$ cat config.mk
export PLATFORM = sky130hd
export DESIGN_NAME = multichannel_pcm_mixer
export DESIGN_NICKNAME = d
export VERILOG_FILES = /design/src/rtl/core/mpm_pkg.sv /design/src/rtl/core/mpm_ctrl.sv /design/src/rtl/core/mpm_datapath.sv /design/src/rtl/core/multichannel_pcm_mixer.sv
export VERILOG_INCLUDE_DIRS = /design/src /design/src/rtl/core
export SDC_FILE = /design/constraint.sdc
export NUM_CORES = 1
export LEC_CHECK = 0
export BUFFER_PORTS_ARGS = -buffer_cell sky130_fd_sc_hd__buf_2
export CORE_UTILIZATION = 40
export DETAILED_ROUTE_END_ITERATION = 6
export GPL_TIMING_DRIVEN = 0
export PLACE_DENSITY = 0.64
export SLEW_MARGIN = 10
export SYNTH_ARGS = -nofsm -noshare
export SYNTH_HDL_FRONTEND = slang
export SYNTH_SLANG_ARGS = --single-unit
$ cat constraint.sdc
create_clock -name clk -period 10 [get_ports clk]
set_input_delay 0.5 -clock clk [delete_from_list [all_inputs] [get_ports clk]]
set_output_delay 0.5 -clock clk [all_outputs]
set_load 0.005 [all_outputs]
$ cat src/rtl/core/assert_macros.svh
// ---------------------------------------------------------------------------
// assert_macros.svh
// shared concurrent assertion shorthands for the mixer rtl
// ---------------------------------------------------------------------------
`ifndef ASSERT_MACROS_SVH
`define ASSERT_MACROS_SVH

// same-cycle implication, disabled while reset is high
`define MPM_ASSERT_IMP(name, clk, rst, ante, cons, msg) \
  name: assert property (@(posedge clk) disable iff (rst) (ante) |-> (cons)) \
    else $error(msg);

// next-cycle implication, disabled while reset is high
`define MPM_ASSERT_NXT(name, clk, rst, ante, cons, msg) \
  name: assert property (@(posedge clk) disable iff (rst) (ante) |=> (cons)) \
    else $error(msg);

`endif

$ cat src/rtl/core/mpm_pkg.sv
// ---------------------------------------------------------------------------
// mpm_pkg
// types and fixed constants shared by the pcm mixer modules
// ---------------------------------------------------------------------------
`default_nettype none

package mpm_pkg;

  // command codes carried in s_tuser
  typedef enum logic [1:0] {
    CMD_START  = 2'd0,
    CMD_STOP   = 2'd1,
    CMD_VOLUME = 2'd2,
    CMD_TICK   = 2'd3
  } cmd_t;

  typedef enum logic [1:0] {
    ST_IDLE,
    ST_MIX,
    ST_EMIT
  } state_t;

  // controller to datapath commands
  typedef struct packed {
    logic apply_cmd;   // start, stop or volume write this cycle
    logic tick_start;  // latch tick bytes, preset the sum
    logic mix_step;    // process the voice under the counter
    logic out_load;    // capture the finished result
  } ctrl_t;

  localparam int DAC_W      = 12;
  localparam int CHAN_W     = 3;
  localparam int VOL_W      = 7;
  localparam int LEN_IN_W   = 24;
  localparam int STEP_W     = 8;
  localparam int SAMPLES_W  = 64;
  localparam int MASK_W     = 8;
  localparam int MIX_SHIFT  = 6;

  localparam int S_TDATA_W  = 112;
  localparam int M_TDATA_W  = 32;

  localparam logic [DAC_W-1:0] MIX_MID = 12'd2048;
  localparam logic [DAC_W-1:0] MIX_MAX = 12'd4095;
  localparam logic [8:0]       BYTE_BIAS = 9'd128;

endpackage

`default_nettype wire

$ cat src/rtl/core/mpm_ctrl.sv
// ---------------------------------------------------------------------------
// mpm_ctrl
// command sequencer: accepts items, walks the voices, hands off results
// ---------------------------------------------------------------------------
`default_nettype none

module mpm_ctrl #(
  parameter int VOICES = 8
) (
  input  logic           clk,
  input  logic           rst,
  input  logic           s_tvalid,
  output logic           s_tready,
  input  mpm_pkg::cmd_t  cmd,
  output logic           m_tvalid,
  input  logic           m_tready,
  output mpm_pkg::ctrl_t ctrl,
  output logic [((VOICES > 1) ? $clog2(VOICES) : 1)-1:0] voice_idx
);
  import mpm_pkg::*;

  localparam int VIDX_W = (VOICES > 1) ? $clog2(VOICES) : 1;
  localparam logic [VIDX_W-1:0] LAST_IDX = VIDX_W'(VOICES - 1);

  state_t state;
  state_t state_next;
  logic   out_free;

  assign out_free = !m_tvalid || m_tready;

  always_comb begin
    state_next = state;
    case (state)
      ST_IDLE: begin
        if (s_tvalid && cmd == CMD_TICK) state_next = ST_MIX;
      end
      ST_MIX: begin
        if (voice_idx == LAST_IDX) state_next = ST_EMIT;
      end
      ST_EMIT: begin
        if (out_free) state_next = ST_IDLE;
      end
      default: state_next = ST_IDLE;
    endcase
  end

  always_comb begin
    s_tready        = 1'b0;
    ctrl.apply_cmd  = 1'b0;
    ctrl.tick_start = 1'b0;
    ctrl.mix_step   = 1'b0;
    ctrl.out_load   = 1'b0;
    case (state)
      ST_IDLE: begin
        s_tready        = 1'b1;
        ctrl.apply_cmd  = s_tvalid && cmd != CMD_TICK;
        ctrl.tick_start = s_tvalid && cmd == CMD_TICK;
      end
      ST_MIX:  ctrl.mix_step = 1'b1;
      ST_EMIT: ctrl.out_load = out_free;
      default: ;
    endcase
  end

  always_ff @(posedge clk) begin
    if (rst) begin
      state     <= ST_IDLE;
      voice_idx <= '0;
      m_tvalid  <= 1'b0;
    end else begin
      state <= state_next;
      if (ctrl.tick_start) voice_idx <= '0;
      else if (ctrl.mix_step) voice_idx <= voice_idx + 1'b1;
      if (ctrl.out_load) m_tvalid <= 1'b1;
      else if (m_tready) m_tvalid <= 1'b0;
    end
  end

endmodule

`default_nettype wire

$ cat src/rtl/core/mpm_datapath.sv
// ---------------------------------------------------------------------------
// mpm_datapath
// voice state, shared multiply-clamp unit and result register
// ---------------------------------------------------------------------------
`default_nettype none

module mpm_datapath #(
  parameter int VOICES      = 8,
  parameter int LENGTH_BITS = 24
) (
  input  logic                             clk,
  input  logic                             rst,
  input  mpm_pkg::ctrl_t                   ctrl,
  input  logic [((VOICES > 1) ? $clog2(VOICES) : 1)-1:0] voice_idx,
  input  mpm_pkg::cmd_t                    cmd,
  input  logic [mpm_pkg::CHAN_W-1:0]       channel,
  input  logic [mpm_pkg::VOL_W-1:0]        volume,
  input  logic [mpm_pkg::LEN_IN_W-1:0]     sound_length,
  input  logic [mpm_pkg::STEP_W-1:0]       sample_step,
  input  logic [mpm_pkg::SAMPLES_W-1:0]    channel_samples,
  output logic [mpm_pkg::DAC_W-1:0]        dac_sample,
  output logic [mpm_pkg::MASK_W-1:0]       active_mask,
  output logic [mpm_pkg::MASK_W-1:0]       ended_mask
);
  import mpm_pkg::*;

  localparam int VIDX_W = (VOICES > 1) ? $clog2(VOICES) : 1;

  logic                   voice_on     [VOICES];
  logic [VOL_W-1:0]       voice_volume [VOICES];
  logic [LENGTH_BITS-1:0] voice_position [VOICES];
  logic [LENGTH_BITS-1:0] voice_length [VOICES];
  logic [STEP_W-1:0]      voice_step   [VOICES];

  logic [SAMPLES_W-1:0]   samples;
  logic [DAC_W-1:0]       sum;
  logic [MASK_W-1:0]      ended;

  logic                   chan_ok;
  logic [VIDX_W-1:0]      chan_idx;

  logic                   play;
  logic                   at_end;
  logic [7:0]             cur_byte;
  logic [VOL_W-1:0]       cur_vol;
  logic [STEP_W-1:0]      step_eff;
  logic [LENGTH_BITS:0]   pos_sum;
  logic [LENGTH_BITS-1:0] pos_next;
  logic signed [8:0]      centered;
  logic signed [15:0]     product;
  logic signed [15:0]     scaled;
  logic signed [13:0]     mixed;
  logic [DAC_W-1:0]       sum_next;
  logic [MASK_W-1:0]      active_now;

  assign chan_ok  = 32'(channel) < 32'(VOICES);
  assign chan_idx = channel[VIDX_W-1:0];

  // per-voice mix path
  assign cur_vol  = voice_volume[voice_idx];
  assign play     = voice_on[voice_idx] && cur_vol != '0;
  assign at_end   = voice_position[voice_idx] >= voice_length[voice_idx];
  assign cur_byte = samples[{voice_idx, 3'b000} +: 8];
  assign centered = $signed({1'b0, cur_byte}) - $signed(BYTE_BIAS);
  assign product  = centered * $signed({1'b0, cur_vol});
  assign scaled   = product >>> MIX_SHIFT;
  assign mixed    = $signed({2'b00, sum}) + scaled[13:0];

  always_comb begin
    if (mixed < 14'sd0) sum_next = '0;
    else if (mixed > $signed({2'b00, MIX_MAX})) sum_next = MIX_MAX;
    else sum_next = mixed[DAC_W-1:0];
  end

  // zero step counts as one, position saturates
  assign step_eff = (voice_step[voice_idx] == '0) ? STEP_W'(1) : voice_step[voice_idx];
  assign pos_sum  = {1'b0, voice_position[voice_idx]} + (LENGTH_BITS + 1)'(step_eff);
  assign pos_next = pos_sum[LENGTH_BITS] ? '1 : pos_sum[LENGTH_BITS-1:0];

  always_comb begin
    active_now = '0;
    for (int k = 0; k < VOICES; k++) active_now[k] = voice_on[k];
  end

  always_ff @(posedge clk) begin
    if (rst) begin
      for (int k = 0; k < VOICES; k++) begin
        voice_on[k]       <= 1'b0;
        voice_volume[k]   <= '0;
        voice_position[k] <= '0;
        voice_length[k]   <= '0;
        voice_step[k]     <= STEP_W'(1);
      end
    end else begin
      if (ctrl.apply_cmd && chan_ok) begin
        case (cmd)
          CMD_START: begin
            voice_on[chan_idx]       <= 1'b1;
            voice_volume[chan_idx]   <= volume;
            voice_position[chan_idx] <= '0;
            voice_length[chan_idx]   <= LENGTH_BITS'(sound_length);
            voice_step[chan_idx]     <= sample_step;
          end
          CMD_STOP: begin
            voice_on[chan_idx]     <= 1'b0;
            voice_volume[chan_idx] <= '0;
          end
          CMD_VOLUME: voice_volume[chan_idx] <= volume;
          default: ;
        endcase
      end
      if (ctrl.mix_step && play) begin
        if (at_end) begin
          voice_on[voice_idx]     <= 1'b0;
          voice_volume[voice_idx] <= '0;
        end else begin
          voice_position[voice_idx] <= pos_next;
        end
      end
    end
  end

  // tick accumulator and result register
  always_ff @(posedge clk) begin
    if (ctrl.tick_start) begin
      samples <= channel_samples;
      sum     <= MIX_MID;
      ended   <= '0;
    end else if (ctrl.mix_step && play) begin
      if (at_end) ended[voice_idx] <= 1'b1;
      else sum <= sum_next;
    end
    if (ctrl.out_load) begin
      dac_sample  <= sum;
      active_mask <= active_now;
      ended_mask  <= ended;
    end
  end

endmodule

`default_nettype wire

$ cat src/rtl/core/multichannel_pcm_mixer.sv
// ---------------------------------------------------------------------------
// multichannel_pcm_mixer
// eight-voice saturating mixer of unsigned 8-bit sounds into a 12-bit dac
// ---------------------------------------------------------------------------
// Start, stop and set-volume commands produce no output transfer. A mix
// tick first latches the tick bytes, then walks the voices one per cycle
// through a single shared multiply, shift and clamp unit, then loads the
// result register. The result register frees the input side, so a new
// command is taken while the previous mix value still waits on the output;
// a tick whose result finds that register still full holds in its final
// cycle until the sink takes the older transfer.
`default_nettype none

module multichannel_pcm_mixer #(
  parameter int VOICES      = 8,   // 1..8
  parameter int LENGTH_BITS = 24   // 8..32, width of position and length
) (
  input  logic         clk,
  input  logic         rst,
  // input stream
  input  logic         s_tvalid,
  output logic         s_tready,
  // channel[2:0], volume[9:3], sound_length[33:10], sample_step[41:34],
  // channel_samples[105:42], zero pad[111:106]
  input  logic [111:0] s_tdata,
  // cmd[1:0]
  input  logic [1:0]   s_tuser,
  // output stream
  output logic         m_tvalid,
  input  logic         m_tready,
  // dac_sample[11:0], active_mask[19:12], ended_mask[27:20], zero pad[31:28]
  output logic [31:0]  m_tdata
);
  import mpm_pkg::*;

  `include "assert_macros.svh"

  localparam int VIDX_W = (VOICES > 1) ? $clog2(VOICES) : 1;

  cmd_t               cmd;
  ctrl_t              ctrl;
  logic [VIDX_W-1:0]  voice_idx;
  logic [DAC_W-1:0]   dac_sample;
  logic [MASK_W-1:0]  active_mask;
  logic [MASK_W-1:0]  ended_mask;

  // command kind travels on tuser
  assign cmd = cmd_t'(s_tuser);

  // sequencer: idle accepts, then one voice per cycle, then result hand-off
  mpm_ctrl #(
    .VOICES (VOICES)
  ) u_ctrl (
    .clk       (clk),
    .rst       (rst),
    .s_tvalid  (s_tvalid),
    .s_tready  (s_tready),
    .cmd       (cmd),
    .m_tvalid  (m_tvalid),
    .m_tready  (m_tready),
    .ctrl      (ctrl),
    .voice_idx (voice_idx)
  );

  // voice table, shared mix unit and result register
  mpm_datapath #(
    .VOICES      (VOICES),
    .LENGTH_BITS (LENGTH_BITS)
  ) u_datapath (
    .clk             (clk),
    .rst             (rst),
    .ctrl            (ctrl),
    .voice_idx       (voice_idx),
    .cmd             (cmd),
    .channel         (s_tdata[2:0]),
    .volume          (s_tdata[9:3]),
    .sound_length    (s_tdata[33:10]),
    .sample_step     (s_tdata[41:34]),
    .channel_samples (s_tdata[105:42]),
    .dac_sample      (dac_sample),
    .active_mask     (active_mask),
    .ended_mask      (ended_mask)
  );

  // pack the result transfer, lowest field first
  assign m_tdata = {4'b0000, ended_mask, active_mask, dac_sample};

  // a tick blocks further input while the voices are walked
  `MPM_ASSERT_NXT(a_tick_holds_input, clk, rst, s_tvalid && s_tready && cmd == CMD_TICK, !s_tready, "input taken during mix")
  // a voice stopped at its end is never reported as still playing
  `MPM_ASSERT_IMP(a_ended_not_active, clk, rst, m_tvalid, (m_tdata[19:12] & m_tdata[27:20]) == 8'h00, "voice both ended and active")
  // loading the result always raises the output valid
  `MPM_ASSERT_NXT(a_load_sets_valid, clk, rst, ctrl.out_load, m_tvalid, "result loaded without valid")

endmodule

`default_nettype wire
==> results_dict.tcl, run 1 <==
set metrics [dict create \
    whs_endpoint "u_datapath.samples[57]$_DFFE_PP_" \
    wl_um 80500 \
    coreArea_mm2 0.0773 \
    cts-htree-levels 3 \
    numCtsBuffers 72 \
    drv_cap 0 \
    cp_max_fo 10 \
    power_density_mw_per_mm2 195 \
    syn_inst 2211 \
    timing.final.crit_share_pct 93.0 \
    place.detailed.hpwl_um 55800 \
    drtPass1Iterations 6 \
    syn_to_final_growth_pct 14.8 \
    fin_ws_ps 698 \
    synth_area_mm2 0.0312 \
    rows 102 \
    synthArstFlopShare_pct 0 \
    vdd_drop_max_mv 0.162 \
    synth_edf_count 604 \
    leakage_uw 0.0128 \
    post-route-util_pct 46.3 \
    synth_flop_cell "edfxtp_1" \
    insertion_delay_ps 630 \
    path_common_cell "fa_1" \
    numPortBuffers 137 \
    ys_seq_area_share_pct 60.0 \
    pre_cts_ws_ps -614 \
    min_from "s_tdata[99]" \
    criticalPathCategory "reg2reg" \
    fp.dieArea_mm2 0.0791 \
    holdWs_ps 41.6 \
    root_buffer "clkbuf_16" \
    cts_tree "built" \
    finalClockSkew_ps 48.9 \
    placed_area_mm2 0.0334 \
    num_vias 19299 \
    min_path_type "in2reg" \
    outcome "finished clean" \
    crit_arrival_ps 9840 \
    final_cell_mix "edfxtp_1, nor2_1, and2_1" \
    antenna_left 0 \
    crit_required_ps 10540 \
    cp-end-kind "register" \
    crit_path_start_kind "register" \
    initial_utilization_pct 40.3 \
    fmax_ghz 0.108 \
    finalMaxSlewViolations 0 \
    drive_gt1_share_pct 21.3 \
    synthDistinctLibCells 85 \
    nets 2674 \
    r2r_end "u_datapath.sum[8]$_SDFFE_PP0P_" \
    tightest_slew_ps 1120 \
    via_per_inst 5.46 \
    clock-sinks 633 \
    clock_path_buffers 3 \
    cts_setup_buffers 0 \
    worstReg2RegStart "u_ctrl.voice_idx[2]$_SDFFE_PP0P_" \
    syn_avg_cell_area_um2 14.1 \
    die_y_um 281 \
    drt_iter0_markers 1693 \
    grt_max_degree 69 \
    die_w_um 281 \
    grtUsageTotal_pct 20.5 \
    grt_pass1_vias 19931 \
    finish.instance_area_mm2 0.0358 \
    ys_ff_latch 633 \
    antenna_found_initial 8 \
    crit_path_top_delay_cell "a31oi_1" \
    finalWeightedCongestion 0.833 \
    max_slew_margin_pct 24.7 \
    rrSetupSlack_ps 700 \
    rsz0062_at_grt "no" \
    hold_viol 0 \
    drc 0 \
    setup_viol 0 \
    critPathMaxStageDelay_ps 720 \
    grt_overflow 0 \
    layout_commonest_cell "edfxtp_1" \
    reg2regPathDepth 32 \
    period_minus_slack_ps 9300 \
    io_pins 152 \
    finalPower_uw 6970 \
    yosysWarnings 0 \
    grt_pass1_wl_um 121000 \
    min_path_cells 1 \
    wl_per_cell_um 22.8 \
    clk_pin_slew_worst_paths_ps 50 \
]
## worst max-delay path by stage
stage | startpoint | end | cells after the start
5_1_grt | u_ctrl.voice_idx[2]$_SDFFE_PP0P_ | u_datapath.sum[4]$_SDFFE_PP0P_ | 30
3_5_place_dp | register | u_datapath.sum[1]$_SDFFE_PP0P_ | 31
3_3_place_gp | register | u_datapath.sum[8]$_SDFFE_PP0P_ | 31
4_1_cts | register | u_datapath.sum[1]$_SDFFE_PP0P_ | 29
6_report | u_ctrl.voice_idx[2]$_SDFFE_PP0P_ | u_datapath.sum[8]$_SDFFE_PP0P_ | 32
2_1_floorplan | register | u_datapath.sum[8]$_SDFFE_PP0P_ | 31
## per-layer routing
metal  up-vias  wire length [um]  track usage [%]
li1       8568                 -                -
met1      9839             31700             25.9
met2       751             41100             36.0
met3       135              5570             3.13
met4         6              2110             6.47
met5         -                36                0
## flip-flops by register name, summed over array words and instances, names as in the netlist, named ones only
register                   cells
u_datapath.voice_volume       56
u_datapath.voice_position    192
u_datapath.voice_length      192
u_datapath.ended               8
u_ctrl.state                   2
u_datapath.samples            64
m_tdata                        8
u_ctrl.m_tvalid                1
u_datapath.voice_step         64
u_datapath.sum                12
u_datapath.ended_mask          8
u_ctrl.voice_idx               3
u_datapath.dac_sample         12
u_datapath.voice_on            8
## worst max-delay path: cells and delay by family, from the launching register on
kind	cells	cell delay [ps]
AND/OR/NAND/NOR	8	1370
adder cells (fa/ha/maj)	6	2730
flip-flops	1	520
AO/OA/AOI/OAI	12	3440
buffers and inverters	5	930
XOR/XNOR	1	170
## per-stage QoR
step           cells  TNS [ps]
2_1_floorplan   2214         0
3_3_place_gp    3391     -5020
3_5_place_dp    3399     -6260
4_1_cts         3528         0
5_1_grt         3532         0
6_report        3534         0
## cell type report
type                            count  area (um2)
Multi-Input combinational cell   1366       11700
Buffer                            108         536
Inverter                          105         394
Timing Repair Buffer              145         821
Clock buffer                       94        1910
Sequential cell                   633       18700
Tap cell                         1040        1300
Antenna cell                        6        15.0
Clock inverter                     37         469
Fill cell                        6876       41500
## power by group
group | internal (uW) | switching (uW) | leakage [uW]
combinational | 535 | 753 | 0.00533
clock | 1530 | 1110 | 0.00114
sequential | 3010 | 37.1 | 0.00632
## synthesized netlist by cell type (4+ instances only)
library cell    n  share of area, %
clkbuf_1       57              0.69
a21oi_1        37              0.59
or2_2          17              0.34
o211ai_1       11              0.26
and2_1        253               5.1
o21ai_0        20              0.32
o21ai_1        19              0.30
o21ai_2        11              0.31
and3_1          7              0.14
nor2_1        331               4.0
mux2_2         20              0.72
edfxtp_1      604                58
buf_2          35              0.56
nand2_1        59              0.71
nor4_1         13              0.26
inv_1         104               1.3
nor3_1         26              0.42
nand4_1         5              0.10
buf_1           4             0.048
a221oi_1       13              0.36
fa_1           47               3.0
mux2i_1        50               1.6
a31oi_1         8              0.16
nand2b_1       24              0.48
a31oi_4         5              0.34
a21oi_2         9              0.25
a221oi_2        6              0.29
mux4_2        129               9.3
o21a_1          9              0.22
a21o_1         17              0.41
xnor2_1        32              0.90
a22oi_1         6              0.14
dfxtp_1        29               1.9
or3_1           8              0.16
xor2_1          5              0.14
nand3_1        15              0.24
nor2b_1        15              0.30
buf_4           9              0.22
ha_1           78               3.1
## cells by family (layout without fill, tap and decap cells)
family	Yosys count	count (layout)	synth area share, %
and+or+nand+nor	794	794	12.9
DFF	633	633	60.0
buffers and inverters	215	489	2.98
muxes	204	204	11.9
AOI/OAI and AO/OA	202	202	5.02
adders and majority gates	125	125	6.14
xor gates and xnor gates	37	37	1.04
other	1	10	0.0120
## what timing repair did
action / CTS / global route
hold buffers: 0 / 0
setup endpoints to repair: 12 / 6
resized for setup: 0 / 4
No activity file was read; power rests on OpenSTA's default activity.
==> inputs of run 2 (changes only) <==
- CORE_MARGIN: unset -> 3
- CORE_UTILIZATION: 40 -> 45
- PLACE_DENSITY: 0.64 -> 0.7
- TNS_END_PERCENT: unset -> 5
==> run 2 against run 1 <==
Net effect:
- hold slack worse by 0.64 ps
- clock skew grew 7.3 ps
- critical endpoint is now u_datapath.sum[3]$_SDFFE_PP0P_
- count of clock-buffer cells in the layout down 8
- wire length decreased by 1.6%
- final cell count is 3.7% lower
- design area down 0.91%
- global-route usage up 1.1 points
- via count shrank 0.22%
==> results_dict.tcl, run 2 (synthesized netlist as in run 1, its figures left out) <==
set metrics [dict create \
    outcome "finished clean" \
    cts-htree-levels 3 \
    finish.instance_area_mm2 0.0355 \
    grtUsageTotal_pct 21.5 \
    drive_gt1_share_pct 21.2 \
    rows 95 \
    leakage_uw 0.0127 \
    syn_to_final_growth_pct 13.8 \
    root_buffer "clkbuf_16" \
    r2r_end "u_datapath.sum[3]$_SDFFE_PP0P_" \
    clk_pin_slew_worst_paths_ps 60 \
    antenna_left 0 \
    numCtsBuffers 68 \
    initial_utilization_pct 46.0 \
    coreArea_mm2 0.0679 \
    antenna_found_initial 5 \
    timing.final.crit_share_pct 93.8 \
    power_density_mw_per_mm2 190 \
    holdWs_ps 40.9 \
    place.detailed.hpwl_um 54500 \
    cts-hold-fix-buffers 0 \
    criticalPathCategory "reg2reg" \
    setup_viol 0 \
    final.setup.tns_ps 0 \
    io_pins 152 \
    vdd_drop_max_mv 0.140 \
    min_path_cells 1 \
    wl_um 79200 \
    finalMaxSlewViolations 0 \
    rrSetupSlack_ps 620 \
    reg2regPathDepth 30 \
    insertion_delay_ps 640 \
    drc 0 \
    finalClockSkew_ps 56.3 \
    max_slew_margin_pct 17.3 \
    numPortBuffers 137 \
    layout_commonest_cell "edfxtp_1" \
    whs_endpoint "u_datapath.samples[35]$_DFFE_PP_" \
    wl_per_cell_um 23.2 \
    via_per_inst 5.66 \
    largestRegisters "u_datapath.voice_length x192, u_datapath.voice_position x192" \
    period_minus_slack_ps 9380 \
    post-route-util_pct 52.3 \
    crit_required_ps 10540 \
    crit_path_start_kind "register" \
    tightest_slew_ps 1240 \
    fmax_ghz 0.107 \
    fp.dieArea_mm2 0.0725 \
    grt_max_degree 70 \
    num_vias 19256 \
    min_from "s_tdata[77]" \
    nets 2669 \
    critPathMaxStageDelay_ps 570 \
    finalPower_uw 6760 \
    drv_cap 0 \
    final_cell_mix "edfxtp_1, nor2_1, and2_1" \
    crit_buf_inv 9 \
    crit_path_top_delay_cell "fa_1" \
    drtPass1Iterations 7 \
    cpLargestDelayFamily "adder cells" \
    cp-end-kind "register" \
    finalWeightedCongestion 0.858 \
    die_w_um 269 \
    die_y_um 269 \
    drt_iter0_markers 1919 \
    hold_viol 0 \
    crit_arrival_ps 9920 \
    grt_pass1_wl_um 120000 \
    cts_tree "built" \
    cp_max_fo 19 \
    placed_area_mm2 0.0333 \
    min_path_type "in2reg" \
    grt_pass1_vias 20074 \
    grt_overflow 0 \
    clock-sinks 633 \
    clock_path_buffers 3 \
]
-- run 2: cell types whose count changed in the layout (fill, tap and decap cells not counted), sizes merged --
cell	before	now
clkbuf	151	145
clkinv	29	33
buf	196	193
bufinv	6	3
diode	6	4
-- run 2: worst max path at each step --
stage | from | cells after the start | to | slack (ps)
floorplan | register | 31 | u_datapath.sum[8]$_SDFFE_PP0P_ | 1630
global placement | register | 31 | u_datapath.sum[8]$_SDFFE_PP0P_ | -490
detailed placement | register | 31 | u_datapath.sum[3]$_SDFFE_PP0P_ | -560
CTS | register | 30 | u_datapath.sum[0]$_SDFFE_PP0P_ | 360
global route | register | 30 | u_datapath.sum[7]$_SDFFE_PP0P_ | -10
finish | register | 30 | u_datapath.sum[3]$_SDFFE_PP0P_ | 620
-- run 2: metal layers --
| layer | routed length, um | GRT usage, % |
|---|---|---|
| met2 | 40100 | 37.4 |
| met1 | 30300 | 27.2 |
| met3 | 6000 | 3.87 |
| met4 | 2710 | 7.76 |
| met5 | 7 | 0 |
-- run 2: report_power, final --
group | leakage [uW] | switching [uW] | internal (uW)
clock network | 0.00105 | 1080 | 1370
logic | 0.00534 | 730 | 534
registers | 0.00632 | 37.8 | 3010
-- run 2: what timing repair did --
item | CTS | global route
hold endpoints to repair | 0 | 0
pin swaps | 0 | 0
buffers inserted | 0 | 0
setup endpoints to repair | 12 | 12
resized for setup | 1 | 5
-- run 2: area by class of cell --
class | count | area [um2]
clock inverter | 38 | 408
inverter | 105 | 394
antenna | 4 | 10.0
multi-input combinational | 1366 | 11700
timing repair buffer | 143 | 831
sequential | 633 | 18700
tap | 921 | 1150
clock buffer | 86 | 1780
buffer | 109 | 541
fill | 5639 | 32400
-- run 2: per-stage QoR --
step	worst slack, ps	std cells
finish	622	3405
global route	-13.9	3403
CTS	360	3401
detailed placement	-557	3278
global placement	-489	3272
floorplan	1630	2214
